<file path="src/rtl/kceq_pkg.sv">
// Package for the key change event queue: fixed field widths, key character
// codes and the structs passed between the lanes, the merge stage and the top.
// No dependencies.
package kceq_pkg;

  localparam int unsigned LEVEL_W = 6;
  localparam int unsigned IDX_W   = 3;
  localparam int unsigned CHAR_W  = 8;

  localparam logic [IDX_W-1:0] KEY_UP     = 3'd0;
  localparam logic [IDX_W-1:0] KEY_DN     = 3'd1;
  localparam logic [IDX_W-1:0] KEY_LEFT   = 3'd2;
  localparam logic [IDX_W-1:0] KEY_RIGHT  = 3'd3;
  localparam logic [IDX_W-1:0] KEY_ENTER  = 3'd4;
  localparam logic [IDX_W-1:0] KEY_BACK   = 3'd5;

  localparam logic [CHAR_W-1:0] CHAR_UP    = 8'h69;
  localparam logic [CHAR_W-1:0] CHAR_DOWN  = 8'h6B;
  localparam logic [CHAR_W-1:0] CHAR_LEFT  = 8'h6A;
  localparam logic [CHAR_W-1:0] CHAR_RIGHT = 8'h6C;
  localparam logic [CHAR_W-1:0] CHAR_ENTER = 8'h0D;
  localparam logic [CHAR_W-1:0] CHAR_BACK  = 8'h08;
  localparam logic [CHAR_W-1:0] CHAR_NONE  = 8'h00;

  typedef struct packed {
    logic down;
    logic chg;
    logic acc;
  } lane_t;

  typedef struct packed {
    logic              event_valid;
    logic [IDX_W-1:0]  key_index;
    logic [CHAR_W-1:0] key_char;
    logic              is_pressed;
  } result_t;

  function automatic logic [CHAR_W-1:0] key_char_of(input logic [IDX_W-1:0] idx);
    logic [CHAR_W-1:0] c;
    unique case (idx)
      KEY_UP:    c = CHAR_UP;
      KEY_DN:    c = CHAR_DOWN;
      KEY_LEFT:  c = CHAR_LEFT;
      KEY_RIGHT: c = CHAR_RIGHT;
      KEY_ENTER: c = CHAR_ENTER;
      KEY_BACK:  c = CHAR_BACK;
      default:   c = CHAR_NONE;
    endcase
    return c;
  endfunction

endpackage

</file>
<file path="src/rtl/kceq_in_if.sv">
// Poll request channel: valid/ready handshake carrying the raw key levels.
// Depends on kceq_pkg.
interface kceq_in_if;
  import kceq_pkg::*;

  logic               valid;
  logic               ready;
  logic [LEVEL_W-1:0] key_levels;

  modport source (output valid, output key_levels, input ready);
  modport sink   (input valid, input key_levels, output ready);
endinterface

</file>
<file path="src/rtl/kceq_out_if.sv">
// Event result channel: valid/ready handshake carrying one reported event.
// Depends on kceq_pkg.
interface kceq_out_if;
  import kceq_pkg::*;

  logic              valid;
  logic              ready;
  logic              event_valid;
  logic [IDX_W-1:0]  key_index;
  logic [CHAR_W-1:0] key_char;
  logic              is_pressed;

  modport source (output valid, output event_valid, output key_index, output key_char,
                  output is_pressed, input ready);
  modport sink   (input valid, input event_valid, input key_index, input key_char,
                  input is_pressed, output ready);
endinterface

</file>
<file path="src/rtl/kceq_lane.sv">
// One key lane: derives the down state, the change against the remembered
// state and whether the change still fits in the queue. Depends on kceq_pkg.
module kceq_lane #(
  parameter int NUM_KEYS    = 6,
  parameter int QUEUE_DEPTH = 12,
  parameter int LANE_IDX    = 0
) (
  input  logic [kceq_pkg::LEVEL_W-1:0] levels_i,
  input  logic                         state_i,
  input  logic [NUM_KEYS-1:0]          chg_vec_i,
  output kceq_pkg::lane_t              lane_o
);
  import kceq_pkg::*;

  localparam int RANK_W = $clog2(NUM_KEYS + 1);

  logic              down;
  logic [RANK_W-1:0] rank;

  if (LANE_IDX < LEVEL_W) begin : g_pin
    assign down = ~levels_i[LANE_IDX];
  end else begin : g_nopin
    assign down = 1'b0;
  end

  // count earlier changed keys to find this change's queue position
  always_comb begin
    rank = '0;
    for (int j = 0; j < NUM_KEYS; j++) begin
      if (j < LANE_IDX) begin
        rank = rank + RANK_W'(chg_vec_i[j]);
      end
    end
  end

  assign lane_o.down = down;
  assign lane_o.chg  = down ^ state_i;
  assign lane_o.acc  = (down ^ state_i) && (int'(rank) < QUEUE_DEPTH);

endmodule

</file>
<file path="src/rtl/kceq_merge.sv">
// Merge stage: picks the lowest queued key, builds the event and returns the
// remaining queued keys. Depends on kceq_pkg.
module kceq_merge #(
  parameter int NUM_KEYS = 6
) (
  input  logic                  fire_i,
  input  logic [NUM_KEYS-1:0]   cand_i,
  input  logic [NUM_KEYS-1:0]   press_i,
  output kceq_pkg::result_t     res_o,
  output logic [NUM_KEYS-1:0]   rest_o
);
  import kceq_pkg::*;

  logic [NUM_KEYS-1:0] first;
  logic [IDX_W-1:0]    idx;

  assign first  = cand_i & (~cand_i + NUM_KEYS'(1));
  assign rest_o = cand_i & ~first;

  always_comb begin
    idx = '0;
    for (int k = 0; k < NUM_KEYS; k++) begin
      if (first[k]) begin
        idx = idx | IDX_W'(k);
      end
    end
  end

  always_comb begin
    res_o = '0;
    if (fire_i && (|cand_i)) begin
      res_o.event_valid = 1'b1;
      res_o.key_index   = idx;
      res_o.key_char    = key_char_of(idx);
      res_o.is_pressed  = |(first & press_i);
    end
  end

endmodule

</file>
<file path="src/rtl/key_change_event_queue_core.sv">
// Key change event queue, top level. Depends on kceq_pkg, kceq_in_if,
// kceq_out_if, kceq_lane and kceq_merge.
//
// Usage: each poll request on evt_in_i carries the raw active-low key levels.
// Every accepted poll yields exactly one result on evt_out_o. A poll right
// after a reported event only clears the yield flag and returns an empty
// result. Otherwise queued changes are popped oldest first; when nothing is
// queued, all keys are checked at once in parallel lanes, changes are queued
// in key order (up to QUEUE_DEPTH) and the lowest one is reported at once.
// Queued events are kept as a per-key pending mask; key index order equals
// queue order, so the mask replaces the event ring.
// Latency: the result is valid in the cycle after poll acceptance. Throughput:
// one poll per cycle when not stalled, set by the single lane-and-merge pass
// between registers. The result sits in an output register; a new poll is
// taken in the same cycle as the pending result leaves. If the receiver
// stalls, the result holds and the poll channel stalls with it.
// Reset: all keys released, no events queued, yield flag cleared, no result.
module key_change_event_queue_core #(
  parameter int NUM_KEYS    = 6,
  parameter int QUEUE_DEPTH = 12
) (
  input  logic              clk_i,
  input  logic              rst_ni,
  kceq_in_if.sink           evt_in_i,
  kceq_out_if.source        evt_out_o
);
  import kceq_pkg::*;

  logic [NUM_KEYS-1:0] state_q, state_d;
  logic [NUM_KEYS-1:0] pend_q, pend_d;
  logic                yield_q, yield_d;
  logic                out_vld_q;
  result_t             res_q;

  lane_t               lanes [NUM_KEYS];
  logic [NUM_KEYS-1:0] chg_vec;
  logic [NUM_KEYS-1:0] acc_vec;
  logic [NUM_KEYS-1:0] cand;
  logic [NUM_KEYS-1:0] press;
  logic [NUM_KEYS-1:0] rest;
  logic                scan;
  logic                accept;
  result_t             res;

  for (genvar k = 0; k < NUM_KEYS; k++) begin : g_lane
    kceq_lane #(
      .NUM_KEYS    (NUM_KEYS),
      .QUEUE_DEPTH (QUEUE_DEPTH),
      .LANE_IDX    (k)
    ) u_lane (
      .levels_i  (evt_in_i.key_levels),
      .state_i   (state_q[k]),
      .chg_vec_i (chg_vec),
      .lane_o    (lanes[k])
    );
    assign chg_vec[k] = lanes[k].chg;
    assign acc_vec[k] = lanes[k].acc;
  end

  assign scan  = !yield_q && (pend_q == '0);
  assign cand  = scan ? acc_vec : pend_q;
  assign press = scan ? (state_q ^ acc_vec) : state_q;

  kceq_merge #(
    .NUM_KEYS (NUM_KEYS)
  ) u_merge (
    .fire_i  (!yield_q),
    .cand_i  (cand),
    .press_i (press),
    .res_o   (res),
    .rest_o  (rest)
  );

  assign evt_in_i.ready = !out_vld_q || evt_out_o.ready;
  assign accept         = evt_in_i.valid && evt_in_i.ready;

  always_comb begin
    state_d = state_q;
    pend_d  = pend_q;
    yield_d = yield_q;
    if (accept) begin
      if (yield_q) begin
        yield_d = 1'b0;
      end else begin
        if (scan) begin
          state_d = state_q ^ acc_vec;
        end
        pend_d  = rest;
        yield_d = res.event_valid;
      end
    end
  end

  always_ff @(posedge clk_i or negedge rst_ni) begin
    if (!rst_ni) begin
      state_q   <= '0;
      pend_q    <= '0;
      yield_q   <= 1'b0;
      out_vld_q <= 1'b0;
    end else begin
      state_q <= state_d;
      pend_q  <= pend_d;
      yield_q <= yield_d;
      if (accept) begin
        out_vld_q <= 1'b1;
      end else if (evt_out_o.ready) begin
        out_vld_q <= 1'b0;
      end
    end
  end

  always_ff @(posedge clk_i) begin
    if (accept) begin
      res_q <= res;
    end
  end

  assign evt_out_o.valid       = out_vld_q;
  assign evt_out_o.event_valid = res_q.event_valid;
  assign evt_out_o.key_index   = res_q.key_index;
  assign evt_out_o.key_char    = res_q.key_char;
  assign evt_out_o.is_pressed  = res_q.is_pressed;

endmodule
</file>
<file path="src/flat_wrapper.sv">
// flat-port wrapper written by rule: the top's interface ports become plain ports
module key_change_event_queue_core_flat import kceq_pkg::*;
#(
  parameter int NUM_KEYS    = 6,
  parameter int QUEUE_DEPTH = 12
)
  (clk_i, rst_ni, evt_in_i_valid, evt_in_i_key_levels, evt_in_i_ready, evt_out_o_valid, evt_out_o_event_valid, evt_out_o_key_index, evt_out_o_key_char, evt_out_o_is_pressed, evt_out_o_ready);
  kceq_in_if evt_in_i_i ();
  kceq_out_if evt_out_o_i ();
  input  logic clk_i;
  input  logic rst_ni;
  input wire logic [$bits(evt_in_i_i.valid)-1:0] evt_in_i_valid;
  input wire logic [$bits(evt_in_i_i.key_levels)-1:0] evt_in_i_key_levels;
  output wire logic [$bits(evt_in_i_i.ready)-1:0] evt_in_i_ready;
  output wire logic [$bits(evt_out_o_i.valid)-1:0] evt_out_o_valid;
  output wire logic [$bits(evt_out_o_i.event_valid)-1:0] evt_out_o_event_valid;
  output wire logic [$bits(evt_out_o_i.key_index)-1:0] evt_out_o_key_index;
  output wire logic [$bits(evt_out_o_i.key_char)-1:0] evt_out_o_key_char;
  output wire logic [$bits(evt_out_o_i.is_pressed)-1:0] evt_out_o_is_pressed;
  input wire logic [$bits(evt_out_o_i.ready)-1:0] evt_out_o_ready;
  assign evt_in_i_i.valid = evt_in_i_valid;
  assign evt_in_i_i.key_levels = evt_in_i_key_levels;
  assign evt_in_i_ready = evt_in_i_i.ready;
  assign evt_out_o_valid = evt_out_o_i.valid;
  assign evt_out_o_event_valid = evt_out_o_i.event_valid;
  assign evt_out_o_key_index = evt_out_o_i.key_index;
  assign evt_out_o_key_char = evt_out_o_i.key_char;
  assign evt_out_o_is_pressed = evt_out_o_i.is_pressed;
  assign evt_out_o_i.ready = evt_out_o_ready;
  key_change_event_queue_core #(.NUM_KEYS(NUM_KEYS), .QUEUE_DEPTH(QUEUE_DEPTH)) u_core (.clk_i(clk_i), .rst_ni(rst_ni), .evt_in_i(evt_in_i_i), .evt_out_o(evt_out_o_i));
endmodule
</file>
<file path="config.mk">
export PLATFORM = sky130hd
export DESIGN_NAME = key_change_event_queue_core_flat
export DESIGN_NICKNAME = d
export VERILOG_FILES = /design/src/rtl/kceq_pkg.sv /design/src/rtl/kceq_in_if.sv /design/src/rtl/kceq_out_if.sv /design/src/rtl/kceq_lane.sv /design/src/rtl/kceq_merge.sv /design/src/rtl/key_change_event_queue_core.sv /design/src/flat_wrapper.sv
export SDC_FILE = /design/constraint.sdc
export NUM_CORES = 1
export LEC_CHECK = 0
export ABC_AREA = 1
export BUFFER_PORTS_ARGS = -buffer_cell sky130_fd_sc_hd__buf_2
export CELL_PAD_IN_SITES_DETAIL_PLACEMENT = 1
export CELL_PAD_IN_SITES_GLOBAL_PLACEMENT = 1
export CORE_MARGIN = 2
export CORE_UTILIZATION = 31
export CTS_BUF_LIST = sky130_fd_sc_hd__clkbuf_16
export CTS_CLUSTER_SIZE = 28
export DETAILED_ROUTE_END_ITERATION = 8
export HOLD_SLACK_MARGIN = 0.06
export PLACE_DENSITY = 0.61
export SLEW_MARGIN = 30
export SYNTH_ARGS = -nofsm -noshare
export SYNTH_HDL_FRONTEND = slang
export SYNTH_HIERARCHICAL = 1
export SYNTH_SLANG_ARGS = --single-unit
</file>
<file path="constraint.sdc">
create_clock -name clk_i -period 2.18 [get_ports clk_i]
set_input_delay 0.327 -clock clk_i [delete_from_list [all_inputs] [get_ports clk_i]]
set_output_delay 0.327 -clock clk_i [all_outputs]
set_load 0.05 [all_outputs]
</file>
==> results of run 1 <==
## metal layers
layer	vias to the layer above	routed length, um	GRT usage (%)
li1	744	-	-
met1	620	1680	16.2
met2	20	1700	22.2
met3	2	101	1.40
met4	0	23	4.46
met5	-	0	0
## worst max-delay path, stage by stage (launching register included)
cell and delay [ns]:
dfrtp_1 0.39, nor2_1 0.07, nand2_2 0.09, clkinv_2 0.11, nand2_2 0.13, o21ai_0 0.09, buf_4 0.16, nor2_4 0.19
nand2_4 0.08, nor2_4 0.14, nand2_4 0.08, nand2_8 0.09, inv_4 0.04, nand2_1 0.06, inv_1 0.04
## metrics by stage
| stage | instance area, um2 | cells | setup slack (ns) | util, % |
|---|---|---|---|---|
| finish | 2000 | 326 | 0.180 | 38.6 |
| global route | 2000 | 326 | 0.0179 | 38.6 |
| CTS | 1990 | 326 | 0.0746 | 38.5 |
| detailed placement | 1900 | 321 | 0.0770 | 36.7 |
| global placement | 1900 | 321 | 0.156 | 36.7 |
| floorplan | 1700 | 228 | 0.0663 | - |
## state kept, by name, indices dropped and copies added (netlist names)
signal and count:
u_core/evt_out_o.event_valid 1, u_core/pend_q 6, u_core/yield_q 1, u_core/evt_out_o.key_char 8, u_core/state_q 6, u_core/evt_out_o.is_pressed 1
u_core/evt_out_o.valid 1, u_core/evt_out_o.key_index 3
## placed cells by master, fill, tap and decap left out, types with 2 or more instances in the layout
cell type and count:
nand2_1 56, inv_1 38, buf_2 24, o21ai_0 20, nand2_2 17, nand3_1 14, dfrtp_1 14, nor2_1 13
edfxtp_1 13, inv_2 7, and2_1 6, buf_4 5, clkbuf_16 3, clkinv_2 3, nor2_4 3, conb_1 3
nor2_2 2, nand2_4 2, nor3_1 2, a21oi_1 2
## path summary, 6_finish.rpt
path / depth (start not counted) / slack (ns) / start / to
max in group asynchronous: 2 / 1.43 / rst_ni / u_core/yield_q
min in group asynchronous: 2 / 0.50 / rst_ni / u_core/state_q[3]
hold reg to reg: 2 / 0.52 / u_core/evt_out_o.valid / u_core/evt_out_o.valid
setup / recovery: 14 / 0.18 / u_core/yield_q / u_core/evt_out_o.key_index[1]
hold / removal: 3 / 0.30 / evt_in_i_valid / u_core/evt_out_o.valid
setup reg to reg: 14 / 0.18 / u_core/yield_q / u_core/evt_out_o.key_index[1]
## final cells by class
| class | instances | area, um2 | area share [%] |
|---|---|---|---|
| inverters | 48 | 185 | 9.27 |
| clock buffers | 3 | 75.1 | 3.76 |
| well taps | 70 | 87.6 | 4.38 |
| multi-input cells | 147 | 737 | 36.9 |
| repair buffers | 30 | 168 | 8.39 |
| clock inverters | 1 | 5.00 | 0.250 |
| flip-flops and latches | 27 | 741 | 37.1 |
## timing repair
action,4_1_cts,5_1_grt
gates resized for setup,0,4
hold buffers,1,0
endpoints found under the hold margin,14,0
endpoints found under the setup margin,0,10
==> flow_metrics.tcl, run 1 <==
set metrics [dict create \
    layout_min_cycle_time_ns 2.00 \
    cts_tree "built" \
    period_share_pct 91.8 \
    die_h_um 77.8 \
    cts_setup_buffers 0 \
    path_class "reg -> reg" \
    maxCapViolCount 0 \
    ant_nets 0 \
    status "complete, no violations" \
    cp_max_fo 9 \
    dieArea_mm2 0.00606 \
    avgSynthCellArea_um2 7.47 \
    first_pass_iters 4 \
    final.setup.tns_ns 0 \
    io_buffers 24 \
    drive_above_1_share_pct 27.3 \
    cts_root_buf "clkbuf_16" \
    cts_buffers 3 \
    h-tree-depth 1 \
    syn_inst 226 \
    start_kind "flip-flop" \
    num_io_pins 25 \
    fp.dieW_um 77.8 \
    required_ns 2.20 \
    drc 0 \
    area_growth_pct 18.3 \
    rows 26 \
    initial_utilization_pct 32.7 \
    first_global_vias 1430 \
    finalClockSkew_ns 0.00557 \
    vias_per_cell 4.25 \
    max_freq_ghz 0.500 \
    yosysWarnings 6 \
    final_max_slew_viol_count 0 \
    cts.path.max_buffers 2 \
    wire_per_inst_um 10.8 \
    vias 1386 \
    diodes 0 \
    grt_max_degree 16 \
    hp-class "in -> reg" \
    core_area_mm2 0.00517 \
    holdWs_ns 0.301 \
    antenna_found_initial 0 \
    grt_pass1_wl_mm 6.20 \
    gp_congestion 0.752 \
    cp-end-kind "flip-flop" \
    insertion_delay_ns 0.26 \
    finalNetCount 267 \
    hold_viol_final 0 \
    grt_usage_pct 12.7 \
    drt-initial-drc-count 24 \
    grt_overflow_total 0 \
    setup_viol 0 \
    rsz0062_at_grt "no" \
    dpl.hpwl_mm 2.88 \
    cts_sinks 27 \
    arrival_ns 2.02 \
    clkTransAtPathRegs_ns 0.06 \
    fill_cells 644 \
    syn_area_mm2 0.00169 \
    wirelength_mm 3.51 \
]
Power of run 1 is not shown: default switching activity piles up to over one toggle a cycle in this logic, so the estimate is an artifact.
==> run 2: changes to the inputs <==
CTS_CLUSTER_DIAMETER = 120   (was not set)
PLACE_DENSITY = 0.59   (was 0.61)
SKIP_CTS_REPAIR_TIMING = 1   (was not set)
clock period = 1.97 ns   (was 2.18 ns; I/O delays follow)
==> run 2 against run 1 <==
Net effect:
- global-route usage grew 0.95 points
- final cell count grew 3.4%
- first-iteration DRC count grew 88%
- critical endpoint unchanged
- register-to-register slack lost 0.06 ns
- critical path type unchanged
==> flow_metrics.tcl, run 2 (synthesis gave the netlist of run 1 again) <==
set metrics [dict create \
    h-tree-depth 1 \
    path_cells "nor2_2 > nand2_2 > inv_4 > nand2_4 > o21ai_2 > buf_6 > nor2_4 > nand2_4 > nor2_4 > nand2_4 > nand2_8 > inv_4 > nand2_2 > inv_1" \
    initial_utilization_pct 32.7 \
    path_class "reg -> reg" \
    area_growth_pct 25.4 \
    hold_viol_final 0 \
    clkTransAtPathRegs_ns 0.07 \
    cp_max_fo 6 \
    drive_above_1_share_pct 33.0 \
    drt-initial-drc-count 45 \
    cts_root_buf "clkbuf_16" \
    largest_reg_flops 8 \
    layout_min_cycle_time_ns 1.85 \
    cts_tree "built" \
    wirelength_mm 3.81 \
    cts_buffers 3 \
    final_cell_mix "nand2_1, inv_1, buf_2, nand2_2, o21ai_0" \
    die_h_um 77.8 \
    cp-end-kind "flip-flop" \
    final_max_slew_viol_count 0 \
    holdWs_ns 0.265 \
    crit_family "simple AND/OR/NAND/NOR gates" \
    finalClockSkew_ns 0.00230 \
    grt_pass1_wl_mm 6.64 \
    wire_per_inst_um 11.3 \
    period_share_pct 93.8 \
    setup_viol 0 \
    grt_overflow_total 0 \
    path_buf_inv 4 \
    insertion_delay_ns 0.26 \
    start_kind "flip-flop" \
    ff_latch_area_um2 741 \
    dieArea_mm2 0.00606 \
    cts_sinks 27 \
    num_io_pins 25 \
    multiInputGateArea_um2 778 \
    fp.dieW_um 77.8 \
    critical-path-max-stage-delay_ns 0.40 \
    io_buffers 24 \
    grt_max_degree 15 \
    fill_cells 643 \
    diodes 0 \
    layout.cells.most_common "nand2_1" \
    vias 1466 \
    drc 0 \
    core_area_mm2 0.00517 \
    hp-class "in -> reg" \
    dpl.hpwl_mm 3.06 \
    grt_usage_pct 13.7 \
    cts.path.max_buffers 2 \
    vias_per_cell 4.35 \
    ant_nets 0 \
    rows 26 \
    max_freq_ghz 0.541 \
    status "complete, no violations" \
    crit_slowest_cell "dfrtp_1" \
    gp_congestion 0.772 \
    cpMostUsedCell "nand2_4" \
    required_ns 2.00 \
    arrival_ns 1.88 \
    maxCapViolCount 0 \
    first_global_vias 1482 \
    finalNetCount 278 \
    antenna_found_initial 0 \
    first_pass_iters 4 \
]
## run 2: changes by cell type in the layout (fill, tap and decap cells not counted), moves of 2 or more
cell and delta:
inv_2 +2, o21ai_0 -3, nand2_4 +2, nand2_1 -3, o21ai_1 +2, nand2_2 +2, buf_4 +9, clkinv_2 -2
## run 2: metrics by stage
step / instance area, um2 / utilization, % / TNS, ns / setup slack (ns) / std cells
4_1_cts: 2040 / 39.4 / -0.0937 / -0.0469 / 333
5_1_grt: 2120 / 41.0 / -0.00948 / -0.00948 / 337
3_3_place_gp: 1960 / 37.9 / 0 / 0.0234 / 329
6_report: 2120 / 41.0 / 0 / 0.122 / 337
2_1_floorplan: 1700 / - / 0 / 0.0408 / 228
3_5_place_dp: 1960 / 37.9 / -0.0359 / -0.0180 / 329
## run 2: routing by layer
| metal | vias to the layer above | wire, um | track usage [%] |
|---|---|---|---|
| met5 | - | 0 | 0 |
| met4 | 0 | 32 | 4.29 |
| met3 | 4 | 101 | 1.51 |
| met2 | 20 | 1940 | 25.2 |
| met1 | 677 | 1740 | 16.5 |
| li1 | 765 | - | - |
## run 2: worst paths after layout
kind | startpoint | endpoint | slack [ns] | cells after the start
min in group asynchronous | rst_ni | u_core/state_q[0] | 0.47 | 2
hold / removal | evt_in_i_valid | u_core/evt_out_o.valid | 0.26 | 3
setup / recovery | u_core/yield_q | u_core/evt_out_o.key_index[1] | 0.12 | 14
setup reg to reg | u_core/yield_q | u_core/evt_out_o.key_index[1] | 0.12 | 14
max in group asynchronous | rst_ni | u_core/pend_q[2] | 1.24 | 2
hold reg to reg | u_core/evt_out_o.valid | u_core/evt_out_o.valid | 0.52 | 2
## run 2: cell type report
class                      instances  share of cell area [%]
tap                               70                    4.13
timing repair buffer              40                    11.6
inverter                          48                    8.80
multi-input combinational        148                    36.7
clock buffer                       3                    3.54
clock inverter                     1                   0.177
sequential                        27                    35.0
## run 2: worst reg2reg max path, delay by kind of cell (launching register included)
family                 cells  cell delay [ns]
and+or+nand+nor            9             0.90
buffers and inverters      4             0.25
AOI/OAI and AO/OA          1             0.06
DFF                        1             0.40
Power of run 2 is left out for the same reason.
